`src/rtl/core/iba_pkg.sv`:
```
`timescale 1ns / 1ps

package iba_pkg;

    // Field widths fixed by the transaction format
    localparam int SIZE_W = 6;
    localparam int HINT_W = 5;
    localparam int BLK_W  = 5;
    localparam int FILE_W = 4;
    localparam int ST_W   = 2;
    localparam int CNT_W  = 6;   // holds a block count up to 32

    // Largest bitmap the block numbering can address
    localparam int MAX_MAP_W = 32;

    // Defaults for the top-level parameters
    localparam int DEF_NUM_BLOCKS = 32;
    localparam int DEF_MAX_FILES  = 10;

    // Configuration register
    localparam int                 CFG_DATA_W     = 32;
    localparam int                 CFG_ADDR_W     = 3;
    localparam logic               REG_BLOCKS_USE = 1'b0;   // register index 0
    localparam logic [CNT_W-1:0]   BIU_RESET      = 6'd32;

    // Status codes
    localparam logic [ST_W-1:0] ST_OK      = 2'd0;
    localparam logic [ST_W-1:0] ST_NOSPACE = 2'd1;
    localparam logic [ST_W-1:0] ST_NOFILE  = 2'd2;

    typedef struct packed {
        logic [SIZE_W-1:0] data_block_count;
        logic [HINT_W-1:0] index_hint;
    } t_req;

    typedef struct packed {
        logic [ST_W-1:0]   status;
        logic [BLK_W-1:0]  block_number;
        logic              is_index_block;
        logic [FILE_W-1:0] file_number;
        logic              last;
    } t_rsp;

    // Control from the register file to the engine
    typedef struct packed {
        logic             restart;
        logic [CNT_W-1:0] restart_n;
        logic [CNT_W-1:0] n_eff;
    } t_cfg;

    // One result handed to the output register
    typedef struct packed {
        logic valid;
        t_rsp rsp;
    } t_emit;

    // Engine bookkeeping, visible to the top level for checks
    typedef struct packed {
        logic [CNT_W-1:0]  free_count;
        logic [FILE_W-1:0] files;
    } t_eng_stat;

    function automatic int map_width(input int nb);
        return (nb > MAX_MAP_W) ? MAX_MAP_W : nb;
    endfunction

endpackage

```
`src/rtl/core/iba_stream_if.sv`:
```
`timescale 1ns / 1ps

interface iba_stream_if #(
    parameter type T = logic
);
    logic valid;
    logic ready;
    T     data;

    modport source (output valid, output data, input ready);
    modport sink   (input valid, input data, output ready);
endinterface

```
`src/rtl/core/iba_engine.sv`:
```
`timescale 1ns / 1ps

module iba_engine import iba_pkg::*; #(
    parameter int NUM_BLOCKS = DEF_NUM_BLOCKS,
    parameter int MAX_FILES  = DEF_MAX_FILES
) (
    input  logic              i_clk,
    input  logic              i_rst_n,
    input  t_cfg              i_cfg,
    input  logic              i_req_valid,
    input  t_req              i_req,
    output logic              o_req_ready,
    input  logic              i_emit_ok,
    output t_emit             o_emit,
    output t_eng_stat         o_stat
);

    localparam int MAP_W = map_width(NUM_BLOCKS);
    localparam int IDX_W = $clog2(MAP_W);

    typedef enum logic [4:0] {
        S_IDLE  = 5'b00001,
        S_CHECK = 5'b00010,
        S_MOD   = 5'b00100,
        S_IDX   = 5'b01000,
        S_DATA  = 5'b10000
    } t_state;

    t_state            r_state,      n_state;
    logic [MAP_W-1:0]  r_free_map,   n_free_map;
    logic [CNT_W-1:0]  r_free_count, n_free_count;
    logic [FILE_W-1:0] r_files,      n_files;
    logic [SIZE_W-1:0] r_size,       n_size;
    logic [SIZE_W-1:0] r_taken,      n_taken;
    logic [BLK_W-1:0]  r_pos,        n_pos;

    logic [MAP_W-1:0]  restart_mask;
    logic [6:0]        alu_b;
    logic [6:0]        alu_sum;
    logic              pos_in;
    logic              free_bit;
    logic              last_data;

    // free mask for a fresh start with restart_n blocks
    always_comb begin
        for (int b = 0; b < MAP_W; b++) begin
            restart_mask[b] = (CNT_W'(b) < i_cfg.restart_n);
        end
    end

    // shared add unit: subtract n during the modulo, else step by one
    assign alu_b   = (r_state == S_MOD) ? (7'd0 - {1'b0, i_cfg.n_eff}) : 7'd1;
    assign alu_sum = {2'b00, r_pos} + alu_b;

    assign pos_in    = ({1'b0, r_pos} < i_cfg.n_eff);
    assign free_bit  = pos_in && r_free_map[r_pos[IDX_W-1:0]];
    assign last_data = ((r_taken + SIZE_W'(1)) == r_size);

    always_comb begin
        n_state      = r_state;
        n_free_map   = r_free_map;
        n_free_count = r_free_count;
        n_files      = r_files;
        n_size       = r_size;
        n_taken      = r_taken;
        n_pos        = r_pos;
        o_emit       = '0;
        o_req_ready  = 1'b0;

        unique case (r_state)
            S_IDLE: begin
                o_req_ready = 1'b1;
                if (i_req_valid) begin
                    n_size  = i_req.data_block_count;
                    n_pos   = BLK_W'(i_req.index_hint);
                    n_state = S_CHECK;
                end
            end
            S_CHECK: begin
                o_emit.rsp.file_number = r_files;
                o_emit.rsp.last        = 1'b1;
                if (r_files >= FILE_W'(MAX_FILES)) begin
                    o_emit.rsp.status = ST_NOFILE;
                    if (i_emit_ok) begin
                        o_emit.valid = 1'b1;
                        n_state      = S_IDLE;
                    end
                end else if ({1'b0, r_free_count} < ({1'b0, r_size} + 7'd1)) begin
                    o_emit.rsp.status = ST_NOSPACE;
                    if (i_emit_ok) begin
                        o_emit.valid = 1'b1;
                        n_state      = S_IDLE;
                    end
                end else begin
                    n_state = S_MOD;
                end
            end
            S_MOD: begin
                if (!alu_sum[6]) begin
                    n_pos = alu_sum[BLK_W-1:0];
                end else begin
                    n_state = S_IDX;
                end
            end
            S_IDX: begin
                o_emit.rsp.status         = ST_OK;
                o_emit.rsp.block_number   = r_pos;
                o_emit.rsp.is_index_block = 1'b1;
                o_emit.rsp.file_number    = r_files;
                o_emit.rsp.last           = (r_size == '0);
                if (free_bit) begin
                    if (i_emit_ok) begin
                        o_emit.valid                    = 1'b1;
                        n_free_map[r_pos[IDX_W-1:0]]    = 1'b0;
                        n_free_count                    = r_free_count - CNT_W'(1);
                        n_pos                           = '0;
                        n_taken                         = '0;
                        if (r_size == '0) begin
                            n_files = r_files + FILE_W'(1);
                            n_state = S_IDLE;
                        end else begin
                            n_state = S_DATA;
                        end
                    end
                end else if (alu_sum[5:0] == i_cfg.n_eff) begin
                    n_pos = '0;
                end else begin
                    n_pos = alu_sum[BLK_W-1:0];
                end
            end
            S_DATA: begin
                o_emit.rsp.status       = ST_OK;
                o_emit.rsp.block_number = r_pos;
                o_emit.rsp.file_number  = r_files;
                o_emit.rsp.last         = last_data;
                if (free_bit) begin
                    if (i_emit_ok) begin
                        o_emit.valid                 = 1'b1;
                        n_free_map[r_pos[IDX_W-1:0]] = 1'b0;
                        n_free_count                 = r_free_count - CNT_W'(1);
                        n_taken                      = r_taken + SIZE_W'(1);
                        n_pos                        = alu_sum[BLK_W-1:0];
                        if (last_data) begin
                            n_files = r_files + FILE_W'(1);
                            n_state = S_IDLE;
                        end
                    end
                end else begin
                    n_pos = alu_sum[BLK_W-1:0];
                end
            end
            default: begin
                n_state = S_IDLE;
            end
        endcase

        if (i_cfg.restart) begin
            n_free_map   = restart_mask;
            n_free_count = i_cfg.restart_n;
            n_files      = '0;
        end
    end

    always_ff @(posedge i_clk) begin
        if (!i_rst_n) begin
            r_state      <= S_IDLE;
            r_free_map   <= '1;
            r_free_count <= CNT_W'(MAP_W);
            r_files      <= '0;
        end else begin
            r_state      <= n_state;
            r_free_map   <= n_free_map;
            r_free_count <= n_free_count;
            r_files      <= n_files;
        end
    end

    always_ff @(posedge i_clk) begin
        r_size  <= n_size;
        r_taken <= n_taken;
        r_pos   <= n_pos;
    end

    assign o_stat.free_count = r_free_count;
    assign o_stat.files      = r_files;

endmodule

```
`src/rtl/core/indexed_block_allocator.sv`:
```
`timescale 1ns / 1ps

// Indexed block allocator: serves file allocation transactions against a
// free-block bitmap.
// i_req (sink) carries data_block_count and index_hint; o_rsp (source)
// returns one transaction per granted block: the index block first, then
// the data blocks in ascending order, last set on the final one. A request
// that fails the file-limit or free-space check returns a single status
// transaction and changes nothing.
// Config: one APB register, blocks_in_use at byte address 0. Writing it
// frees the blocks below the written count (clipped to the bitmap, zero
// as one), marks the rest used and clears the file count. Write only while idle.
// Per request: a check state, then hint mod n by repeated subtraction,
// then a bitmap probe per step of the index search (up to n probes) and
// of the data scan (up to n). Cost is set by the single shared adder
// stepping the bitmap position. i_req.ready is high only while idle.
// The output register lets the sequencer run ahead by one result; while
// o_rsp is stalled with a result held, the sequencer waits at its next
// grant. After reset all blocks are free, blocks_in_use is 32 and no file
// is allocated.
module indexed_block_allocator import iba_pkg::*; #(
    parameter int NUM_BLOCKS = DEF_NUM_BLOCKS,
    parameter int MAX_FILES  = DEF_MAX_FILES
) (
    input  logic                  i_clk,
    input  logic                  i_rst_n,
    iba_stream_if.sink            i_req,
    iba_stream_if.source          o_rsp,
    input  logic                  psel,
    input  logic                  penable,
    input  logic                  pwrite,
    input  logic [CFG_ADDR_W-1:0] paddr,
    input  logic [CFG_DATA_W-1:0] pwdata,
    output logic [CFG_DATA_W-1:0] prdata,
    output logic                  pready
);

    localparam int MAP_W = map_width(NUM_BLOCKS);

    logic [CNT_W-1:0] r_biu;
    logic             r_out_valid;
    t_rsp             r_out;

    logic             cfg_wr;
    logic [CNT_W-1:0] wr_n;
    logic [CNT_W-1:0] cur_n;
    t_cfg             cfg;
    t_emit            emit;
    t_eng_stat        stat;
    logic             emit_ok;
    logic             req_ready;

    // Effective block count: clip to the bitmap, zero counts as one
    function automatic logic [CNT_W-1:0] eff_n(input logic [CNT_W-1:0] v);
        logic [CNT_W-1:0] r;
        r = v;
        if (r > CNT_W'(MAP_W)) begin
            r = CNT_W'(MAP_W);
        end
        if (r == '0) begin
            r = CNT_W'(1);
        end
        return r;
    endfunction

    // APB: zero wait states, register index = paddr[2]
    assign pready = 1'b1;
    assign cfg_wr = psel && penable && pwrite && pready && (paddr[2] == REG_BLOCKS_USE);
    assign prdata = (paddr[2] == REG_BLOCKS_USE) ?
                    {{(CFG_DATA_W-CNT_W){1'b0}}, r_biu} : '0;

    assign wr_n  = eff_n(pwdata[CNT_W-1:0]);
    assign cur_n = eff_n(r_biu);

    assign cfg.restart   = cfg_wr;
    assign cfg.restart_n = wr_n;
    assign cfg.n_eff     = cur_n;

    always_ff @(posedge i_clk) begin
        if (!i_rst_n) begin
            r_biu <= BIU_RESET;
        end else if (cfg_wr) begin
            r_biu <= pwdata[CNT_W-1:0];
        end
    end

    // Output register: reload when empty or being drained this cycle
    assign emit_ok = !r_out_valid || o_rsp.ready;

    iba_engine #(
        .NUM_BLOCKS (NUM_BLOCKS),
        .MAX_FILES  (MAX_FILES)
    ) u_engine (
        .i_clk       (i_clk),
        .i_rst_n     (i_rst_n),
        .i_cfg       (cfg),
        .i_req_valid (i_req.valid),
        .i_req       (i_req.data),
        .o_req_ready (req_ready),
        .i_emit_ok   (emit_ok),
        .o_emit      (emit),
        .o_stat      (stat)
    );

    assign i_req.ready = req_ready;

    always_ff @(posedge i_clk) begin
        if (!i_rst_n) begin
            r_out_valid <= 1'b0;
        end else if (emit.valid) begin
            r_out_valid <= 1'b1;
        end else if (o_rsp.ready) begin
            r_out_valid <= 1'b0;
        end
    end

    always_ff @(posedge i_clk) begin
        if (emit.valid) begin
            r_out <= emit.rsp;
        end
    end

    assign o_rsp.valid = r_out_valid;
    assign o_rsp.data  = r_out;

    // Rejections are single, terminal and carry no block
    a_reject_shape: assert property (@(posedge i_clk) disable iff (!i_rst_n)
        (r_out_valid && (r_out.status != ST_OK)) |->
        (r_out.last && (r_out.block_number == '0) && !r_out.is_index_block))
        else $error("rejection result malformed");

    // A new result only lands when the register can take it
    a_no_overwrite: assert property (@(posedge i_clk) disable iff (!i_rst_n)
        (r_out_valid && !o_rsp.ready) |-> !emit.valid)
        else $error("result overwritten while stalled");

    // Free count never exceeds the managed block count
    a_free_bound: assert property (@(posedge i_clk) disable iff (!i_rst_n)
        !cfg_wr |=> (stat.free_count <= cur_n))
        else $error("free count above block count");

    // File count never passes the limit
    a_file_bound: assert property (@(posedge i_clk) disable iff (!i_rst_n)
        stat.files <= FILE_W'(MAX_FILES))
        else $error("file count above limit");

endmodule
```
`src/flat_wrapper.sv`:
```
// flat-port wrapper written by rule: the top's interface ports become plain ports
module indexed_block_allocator_flat import iba_pkg::*;
#(
    parameter int NUM_BLOCKS = DEF_NUM_BLOCKS,
    parameter int MAX_FILES  = DEF_MAX_FILES
)
  (i_clk, i_rst_n, psel, penable, pwrite, paddr, pwdata, prdata, pready, i_req_valid, i_req_data, i_req_ready, o_rsp_valid, o_rsp_data, o_rsp_ready);
  iba_stream_if i_req_i ();
  iba_stream_if o_rsp_i ();
  input  logic i_clk;
  input  logic i_rst_n;
  input  logic psel;
  input  logic penable;
  input  logic pwrite;
  input  logic [CFG_ADDR_W-1:0] paddr;
  input  logic [CFG_DATA_W-1:0] pwdata;
  output logic [CFG_DATA_W-1:0] prdata;
  output logic pready;
  input wire logic [$bits(i_req_i.valid)-1:0] i_req_valid;
  input wire logic [$bits(i_req_i.data)-1:0] i_req_data;
  output wire logic [$bits(i_req_i.ready)-1:0] i_req_ready;
  output wire logic [$bits(o_rsp_i.valid)-1:0] o_rsp_valid;
  output wire logic [$bits(o_rsp_i.data)-1:0] o_rsp_data;
  input wire logic [$bits(o_rsp_i.ready)-1:0] o_rsp_ready;
  assign i_req_i.valid = i_req_valid;
  assign i_req_i.data = i_req_data;
  assign i_req_ready = i_req_i.ready;
  assign o_rsp_valid = o_rsp_i.valid;
  assign o_rsp_data = o_rsp_i.data;
  assign o_rsp_i.ready = o_rsp_ready;
  indexed_block_allocator #(.NUM_BLOCKS(NUM_BLOCKS), .MAX_FILES(MAX_FILES)) u_core (.i_clk(i_clk), .i_rst_n(i_rst_n), .i_req(i_req_i), .o_rsp(o_rsp_i), .psel(psel), .penable(penable), .pwrite(pwrite), .paddr(paddr), .pwdata(pwdata), .prdata(prdata), .pready(pready));
endmodule
```
`config.mk`:
```
export PLATFORM = sky130hd
export DESIGN_NAME = indexed_block_allocator_flat
export DESIGN_NICKNAME = d
export VERILOG_FILES = /design/src/rtl/core/iba_pkg.sv /design/src/rtl/core/iba_stream_if.sv /design/src/rtl/core/iba_engine.sv /design/src/rtl/core/indexed_block_allocator.sv /design/src/flat_wrapper.sv
export SDC_FILE = /design/constraint.sdc
export NUM_CORES = 1
export LEC_CHECK = 0
export ABC_AREA = 1
export BUFFER_PORTS_ARGS = -buffer_cell sky130_fd_sc_hd__buf_2
export CAP_MARGIN = 20
export CORE_MARGIN = 2
export CORE_UTILIZATION = 50
export DETAILED_ROUTE_END_ITERATION = 8
export GPL_TIMING_DRIVEN = 0
export HOLD_SLACK_MARGIN = 0.1
export PLACE_DENSITY_LB_ADDON = 0.25
export SYNTH_ARGS = -nofsm -noshare
export SYNTH_HDL_FRONTEND = slang
export SYNTH_HIERARCHICAL = 1
export SYNTH_SLANG_ARGS = --single-unit
```
`constraint.sdc`:
```
create_clock -name i_clk -period 3.3 [get_ports i_clk]
set_input_delay 0.165 -clock i_clk [delete_from_list [all_inputs] [get_ports i_clk]]
set_output_delay 0.165 -clock i_clk [all_outputs]
set_load 0.02 [all_outputs]
```
## Word level (Yosys, flattened, before mapping)

Cells that the tools add are included.

| cells by class | value |
|---|---|
| add/subtract/negate cells | 5 |
| $lt $le $gt $ge | 39 |
| equality and inequality tests | 16 |
| muxes and demuxes | 57 |
| bitwise operators | 4 |
| reductions and logical operators | 24 |

Operator list:

| operator | count |
|---|---|
| 32-bit 2-to-1 mux | 4 |
| 5-bit by 6-bit < comparator with 1-bit output, first input constant | 16 |
| 5-bit 2-to-1 mux | 17 |
| 6-bit 2-to-1 mux | 13 |
| 4-bit by 6-bit < comparator with 1-bit output, first input constant | 8 |
| 32-bit AND | 1 |
| 32-bit inverter | 1 |
| 5-bit case mux with 5 select lines | 1 |
| 3-bit by 6-bit < comparator with 1-bit output, first input constant | 4 |
| 4-bit 2-to-1 mux | 5 |
| 5-bit case mux with 4 select lines | 1 |
| 6-bit logical NOT | 3 |
| 6-bit > comparator, second input constant | 2 |
| 1-bit by 6-bit < comparator with 1-bit output, first input constant | 2 |
| 2-bit by 6-bit < comparator with 1-bit output, first input constant | 2 |
| 2-bit != test, second input constant | 6 |
| 6-bit case mux with 2 select lines | 1 |
| 5-bit AND reduction | 2 |
| 2-bit nonzero test | 5 |
| 4-bit case mux with 2 select lines | 1 |
| 5-bit by 7-bit adder with 7-bit output | 1 |
| 1-bit 2-to-1 mux | 7 |
| 7-bit 2-to-1 mux | 1 |
| 7-bit AND reduction | 1 |
| other kinds (30) | 40 |

| word-level totals | value |
|---|---|
| register bits after elaboration | 66 |
| bits of input ports | 43 |
| output and inout bits | 36 |
| word-level logic and storage cells | 154 |

## Logic depth before layout (Yosys ltp)

Gate-level depths: netlist of run 1.

| logic depth | value |
|---|---|
| word-level depth | 11 |
| depth in mapped cells | 24 |
| depth with buffers taken out | 24 |

## Modules after synthesis

The synthesis of run 1 kept the hierarchy.

Modules (own cells, without submodules):

| module | times used | cells an instance | area each (um^2) | seq. area each (um^2) |
|---|---|---|---|---|
| iba_engine | 1 | 760 | 4749.6 | 1451.4 |
| indexed_block_allocator | 1 | 108 | 701.9 | 170.2 |

## Least setup slack after synthesis of run 1

No wires, ideal clock.

| timing path | value |
|---|---|
| path type | register to register |
| from | register u_core.r_biu[5] |
| to | register u_core.u_engine.r_pos[0] (enable) |
| setup time | 0.374 ns |
| arrival time | 2.716 ns |
| data required time | 2.926 ns |
| slack | 0.210 ns |
| stages on the path, launching flop included | 14 |
| buffers on the path | 0 |
| clock period less this slack | 3.090 ns |
| cell sequence | dfxtp_1 -> nor2_1 -> o21ai_0 -> inv_1 -> ha_1 -> nand2_1 -> fa_1 -> o21ai_0 -> nand2_1 -> nand2_1 -> nand3b_1 -> nand2_1 -> o22ai_1 -> nor3_1 |

| on the way | value |
|---|---|
| word-level cells in the longest chain between the ends | 9 |
| elaborated cells between the ends (all ways) | 13 |
| classes of those cells | add/sub: 2; order compare: 2; eq/ne: 3; mux: 3; reduce/logical: 3 |

RTL lines:

| what | line | source |
|---|---|---|
| start, declared | indexed_block_allocator.sv:40 | `logic [CNT_W-1:0] r_biu;` |
| start signal, assigned | indexed_block_allocator.sv:83 | `r_biu <= pwdata[CNT_W-1:0];` |
| 6-bit > comparator | indexed_block_allocator.sv:57 | `if (r > CNT_W'(MAP_W)) begin` |
| 6-bit 2-to-1 mux * | indexed_block_allocator.sv:57 |  |
| 6-bit logical NOT | indexed_block_allocator.sv:60 | `if (r == '0) begin` |
| 6-bit 2-to-1 mux * | indexed_block_allocator.sv:60 |  |
| net u_core.cur_n[3] | indexed_block_allocator.sv:46 | `logic [CNT_W-1:0] cur_n;` |
| 1-bit by 6-bit subtractor with 7-bit output | iba_engine.sv:52 | `assign alu_b = (r_state == S_MOD) ? (7'd0 - {1'b0, i_cfg.n_eff}) : 7'd1;` |
| 7-bit 2-to-1 mux | iba_engine.sv:52 |  |
| 5-bit by 7-bit adder with 7-bit output | iba_engine.sv:53 | `assign alu_sum = {2'b00, r_pos} + alu_b;` |
| 2-bit != test (no source line) | n/a |  |
| 5-bit AND reduction (no source line) * | n/a |  |
| end signal, assigned | iba_engine.sv:181 | `r_pos <= n_pos;` |
| end, declared | iba_engine.sv:35 | `logic [BLK_W-1:0] r_pos, n_pos;` |

The timed path passes the listed nets; every way through them passes the cells marked *.
A chain may end at the register's enable or synchronous reset.

## Worst setup path in the final report of run 1

| timing path | value |
|---|---|
| from | register u_core.r_biu[5] |
| to | register u_core.u_engine.r_state[3] |

| on the way | value |
|---|---|
| word-level cells in the longest chain between the ends | 9 |
| elaborated cells between the ends (all ways) | 13 |
| classes of those cells | add/sub: 2; order compare: 2; eq/ne: 3; mux: 3; reduce/logical: 3 |

RTL lines:

| what | line | source |
|---|---|---|
| 6-bit > comparator | indexed_block_allocator.sv:57 |  |
| 6-bit 2-to-1 mux * | indexed_block_allocator.sv:57 |  |
| 6-bit logical NOT | indexed_block_allocator.sv:60 |  |
| 6-bit 2-to-1 mux * | indexed_block_allocator.sv:60 |  |
| net u_core.cur_n[0] | indexed_block_allocator.sv:46 |  |
| 1-bit by 6-bit subtractor with 7-bit output | iba_engine.sv:52 |  |
| 7-bit 2-to-1 mux | iba_engine.sv:52 |  |
| 5-bit by 7-bit adder with 7-bit output | iba_engine.sv:53 |  |
| 2-bit != test (no source line) | n/a |  |
| 7-bit AND reduction (no source line) * | n/a |  |
| end signal, assigned | iba_engine.sv:171 | `r_state <= n_state;` |
| end, declared | iba_engine.sv:29 | `t_state r_state, n_state;` |

Marks and branches as above.

==> results.toml, run 1 <==
[die]
die_area_um2 = 11600
rows = 37
chipHeight_um = 108
initial_core_util = 0.518
ios = 79
core_um2 = 10400
die_width_um = 108

[setup_path]
start_kind = "flop"
rr_worst_depth = 19
cp.required_ns = 3.55
critPathMaxFanout = 7
cpMostUsedCell = "nand2_1"
endpoint = "u_core/u_engine/r_state[3]"
crit_slowest_cell = "fa_1"
critPathArrivalTime_ns = 3.20
crit_chain = "inv_2, nand3_1, o21ai_2, inv_2, ha_1, nand2_1, fa_1, o21ai_1, nand2_1, nand2_1, nand2_1, nand2_1, nand2_1, nand2_1, nand3_1, nor2_2, nand2_1, nand2_1, nor2_1"
r2r_end = "u_core/u_engine/r_state[3]"
worstReg2RegStart = "u_core/r_biu[5]"
cp-startpoint = "u_core/r_biu[5]"
reg2reg_slack_ns = 0.35
path_class = "reg2reg"
end_kind = "flop"
slowest_delay_ns = 0.46

[pwr]
total_leakage_power_nw = 3.18
ir_drop_uv = 315
p_per_area_nw_per_um2 = 643

[place]
globalplace.congestion = 0.996
dpl_cell_area_um2 = 5810
dp_hpwl_um = 10400
port_buffers = 22

[timing]
finalSetupViolations = 0
final.setup_skew_ns = 0.0104
fin_crit_ns = 2.95
hold_viol = 0
slew_viol_final = 0
tightest_slew_ns = 0.672
max_slew_margin = 0.547
rsz0062_at_grt = "no"
finalCritPeriodShare = 0.895
whs_ns = 0.124
clock.fmax_mhz = 339

[global_routing]
grt_usage = 0.247
grt_pass1_wl_um = 22600
grt_antenna_before_repair = 0
grt_pass1_vias = 4879
grt_max_degree = 15
overflow = 0

[clock_network]
clock_latency_ns = 0.35
clockBufferDepth = 2
cts.clk_slew.worst_paths_ns = 0.08
cts_buffers = 9
htree_levels = 3
cts_sinks = 72
cts-root-buf = "clkbuf_8"
cts_tree = "yes"

[routing]
viasPerCell = 5.15
drtIter0Drc = 590
wl_um = 14000
first_pass_iters = 6
post_drt_wl_per_cell_um = 13.1
drc = 0
vias = 5498
drt.antenna.violating_nets = 0

[cells_and_area]
fill_cells = 1050
syn2layout_area_growth_pct = 13.4
seqCellArea_um2 = 1620
nNetsFinal = 992
multi_input_area_um2 = 3140
antennaDiodeCount = 0
layout-drive-gt1-share = 0.113
fin_area_um2 = 6120

[hold_path]
min_from = "i_rst_n"
worst_hold_path_type = "in2reg"

[yosys]
yosysWarnings = 6
syn_area_per_cell_um2 = 6.32
syn-cell-area_um2 = 5400
synth_cells = 854

[outcome]
outcome = "finished clean"

[flow_run]
cap_violations = 0
## worst min path at each step
stage | depth (start not counted) | slack (ns) | to
detailed placement | 2 | 0.46 | u_core/u_engine/r_free_map[3]
global route | 2 | 0.14 | u_core/r_biu[5]
global placement | 2 | 0.45 | u_core/u_engine/r_free_map[3]
finish | 2 | 0.12 | u_core/r_biu[5]
floorplan | 1 | 0.25 | u_core/r_biu[5]
CTS | 2 | 0.11 | u_core/r_biu[5]
## worst max-delay path: cells and delay by family, from the launching register on
family	cells	cell delay, ns
buf+inv	2	0.17
flops	1	0.38
compound gates	2	0.41
simple gates	13	1.15
fa+ha+maj	2	0.74
## through the flow
step	setup TNS, ns	cells	power (mW)	utilization	worst slack (ns)
after floorplan	0	889	2.60	-	0.210
after global placement	-2.11	1047	3.03	0.558	-0.395
after detailed placement	-2.47	1047	3.05	0.558	-0.447
after CTS	0	1064	3.89	0.582	0.0447
after global routing	0	1068	4.24	0.588	0.0133
final	0	1068	3.94	0.588	0.347
## metal layers
layer  global-route usage  vias to the layer above  wire [µm]
li1                     -                     2824          -
met1                0.327                     2403       6330
met2                0.402                      235       6210
met3               0.0406                       36       1030
met4                0.103                        0        374
met5                    0                        -          0
## where the power goes
part	total (mW)	internal [mW]	switching [mW]	leakage [nW]
combinational	1.82	0.610	1.21	2.46
sequential	1.31	1.12	0.186	0.609
clock	0.806	0.434	0.373	0.107
## state kept, by name, summed over array words and instances (netlist names)
signal / cells
u_core/u_engine/r_files: 4
u_core/u_engine/r_taken: 6
u_core/o_rsp.valid: 1
u_core/o_rsp.data: 1
u_core/u_engine/r_size: 6
u_core/u_engine/r_pos: 5
u_core/u_engine/r_state: 5
u_core/u_engine/r_free_count: 6
u_core/r_biu: 6
u_core/u_engine/r_free_map: 32
## cells in the final DEF (no fill, tap or decap), types with 15 or more instances in the layout
master	n
a21oi_1	37
buf_2	29
buf_4	32
conb_1	37
dfxtp_1	53
edfxtp_1	18
ha_1	21
inv_1	121
nand2_1	218
nand3_1	46
nor2_1	103
nor3_1	15
o21ai_0	84
## area by class of cell
type                    count  share of cell area
flip-flops and latches     72               0.265
plain buffers              52              0.0546
well taps                 136              0.0278
clock inverters             7              0.0166
inverters                 127              0.0781
repair buffers             27              0.0241
multi-input cells         638               0.513
clock buffers               9              0.0202
## timing repair
item | 4_1_cts | 5_1_grt
endpoints found under the hold margin | 1 | 0
hold buffers | 1 | 0
setup endpoints to repair | 14 | 14
pin swaps | 1 | 3
buffers inserted | 0 | 3
resized for setup | 4 | 11
cloned | 0 | 0
Power figures use the tool's default switching activity.
==> run 2: changes to the inputs <==
==> constraint.sdc (replaced) <==
create_clock -name i_clk -period 2.5 [get_ports i_clk]
set_input_delay 0.125 -clock i_clk [delete_from_list [all_inputs] [get_ports i_clk]]
set_output_delay 0.125 -clock i_clk [all_outputs]
set_load 0.02 [all_outputs]
==> results.toml, run 2 (synthesis results as in run 1) <==
[routing]
route.met3.wl_um = 1110
top_layer_used = "met4"
viasPerCell = 5.25
first_pass_iters = 5
drt.antenna.violating_nets = 0
vias = 5749
wl_met1_um = 6800
drc = 0
drtIter0Drc = 523
post_drt_wl_per_cell_um = 14.2
wl_um = 15600
wl_met2_um = 7230

[cells_and_area]
layout-drive-gt1-share = 0.206
fin_area_um2 = 6720
layout_commonest_cell = "nand2_1"
fill_cells = 951
top_register = "u_core/u_engine/r_free_map"
final_cell_mix = "nand2_1, inv_1, nor2_1, o21ai_0, buf_4"
final_cells = 1096
antennaDiodeCount = 0
syn2layout_area_growth_pct = 24.4
nNetsFinal = 1020
seqCellArea_um2 = 1630
multi_input_area_um2 = 3500
largest_register_ffs = 32

[pwr]
ir_drop_uv = 541
p_per_area_nw_per_um2 = 869
total_leakage_power_nw = 3.40
p_total_mw = 5.84

[setup_path]
critPathArrivalTime_ns = 2.95
start_kind = "flop"
critPathMaxFanout = 5
path_class = "reg2reg"
end_kind = "flop"
cp.required_ns = 2.61

[place]
globalplace.congestion = 1.01
dp_hpwl_um = 10700
port_buffers = 22
place_inst = 1047
dpl_cell_area_um2 = 5890

[global_routing]
grt_max_degree = 14
grt_usage = 0.264
overflow = 0
grt_antenna_before_repair = 0
grt_pass1_wl_um = 24200
grt_pass1_vias = 4999

[die]
ios = 79
initial_core_util = 0.518
chipHeight_um = 108
die_width_um = 108
rows = 37
core_um2 = 10400
die_area_um2 = 11600

[timing]
finalSetupViolations = 14
rsz0062_at_grt = "yes"
tightest_slew_ns = 0.748
hold_viol = 0
slew_viol_final = 0
finalCritPeriodShare = 1.14
final.setup_skew_ns = 0.0108
worst_slack_ns = -0.340
max_slew_margin = 0.496
tns_ns = -4.33
fin_crit_ns = 2.84
clock.fmax_mhz = 352

[clock_network]
htree_levels = 3
cts_sinks = 72
clockBufferDepth = 2
cts_buffers = 9
cts-root-buf = "clkbuf_8"
cts.clk_slew.worst_paths_ns = 0.08
clock_latency_ns = 0.35
cts_tree = "yes"

[flow_run]
cap_violations = 0

[hold_path]
worst_hold_path_type = "in2reg"

[outcome]
violations = "negative setup slack"
outcome = "finished, violations left"
-- run 2: cell count changes in the layout (fill, tap and decap cells not counted), moves of 7 or more --
cell	previous run	this run
nand2_1	218	201
nand3_1	46	37
nor2_1	103	94
nand3_2	1	10
inv_1	121	114
nand2_2	2	12
buf_4	32	57
-- run 2: routing by layer --
metal / GRT usage / up-vias
li1: - / 2886
met5: 0 / -
met3: 0.0484 / 37
met2: 0.420 / 239
met1: 0.352 / 2587
met4: 0.111 / 0
-- run 2: worst paths after layout --
check	start	to	slack [ns]	cells after the start
setup / recovery	u_core/r_biu[1]	u_core/u_engine/r_pos[2]	-0.34	23
hold / removal	pwdata[3]	u_core/r_biu[3]	0.12	5
setup reg to reg	u_core/r_biu[1]	u_core/u_engine/r_pos[2]	-0.34	23
hold reg to reg	u_core/u_engine/r_free_map[3]	u_core/u_engine/r_free_map[3]	0.47	2
-- run 2: cell type report --
cell class	count	area share
repair buffers	56	0.0596
inverters	127	0.0719
well taps	136	0.0253
multi-input cells	638	0.521
clock buffers	9	0.0184
clock inverters	7	0.0102
plain buffers	51	0.0509
flip-flops and latches	72	0.242
-- run 2: where the power goes --
group / leakage [nW] / total (mW) / switching (mW) / internal (mW)
Sequential: 0.610 / 1.73 / 0.250 / 1.48
Combinational: 2.69 / 3.16 / 1.94 / 1.22
Clock: 0.0974 / 0.946 / 0.484 / 0.462
-- run 2: through the flow --
stage                     setup slack (ns)   util  hold WS (ns)
final                               -0.340  0.645         0.120
after global routing                -0.493  0.645         0.147
after CTS                           -0.245  0.615         0.113
after detailed placement            -0.485  0.565         0.408
after global placement              -0.529  0.565         0.400
after floorplan                     -0.100      -         0.209
-- run 2: what timing repair did --
item,4_1_cts,5_1_grt
setup endpoints to repair,57,63
hold buffers,3,0
endpoints found under the hold margin,7,0
gates resized for setup,39,49
buffers inserted,16,15
pin swaps,36,30
-- run 2: worst max-delay path, stage by stage, from the launching register on --
cell and delay, ns:
dfxtp_2 0.34, nor2_2 0.12, nand3_2 0.09, o21ai_2 0.15
inv_2 0.09, ha_4 0.18, nand2_4 0.07, inv_4 0.05
a21oi_2 0.14, nor2_2 0.07, ha_4 0.30, nand2_2 0.07
inv_2 0.08, nand3_2 0.09, nand3_2 0.07, inv_1 0.04
nand2_1 0.06, nand2_1 0.06, nor2_2 0.11, nand2_1 0.08
nand2_1 0.08, nand2_2 0.10, nand2_1 0.09, nand2_1 0.06
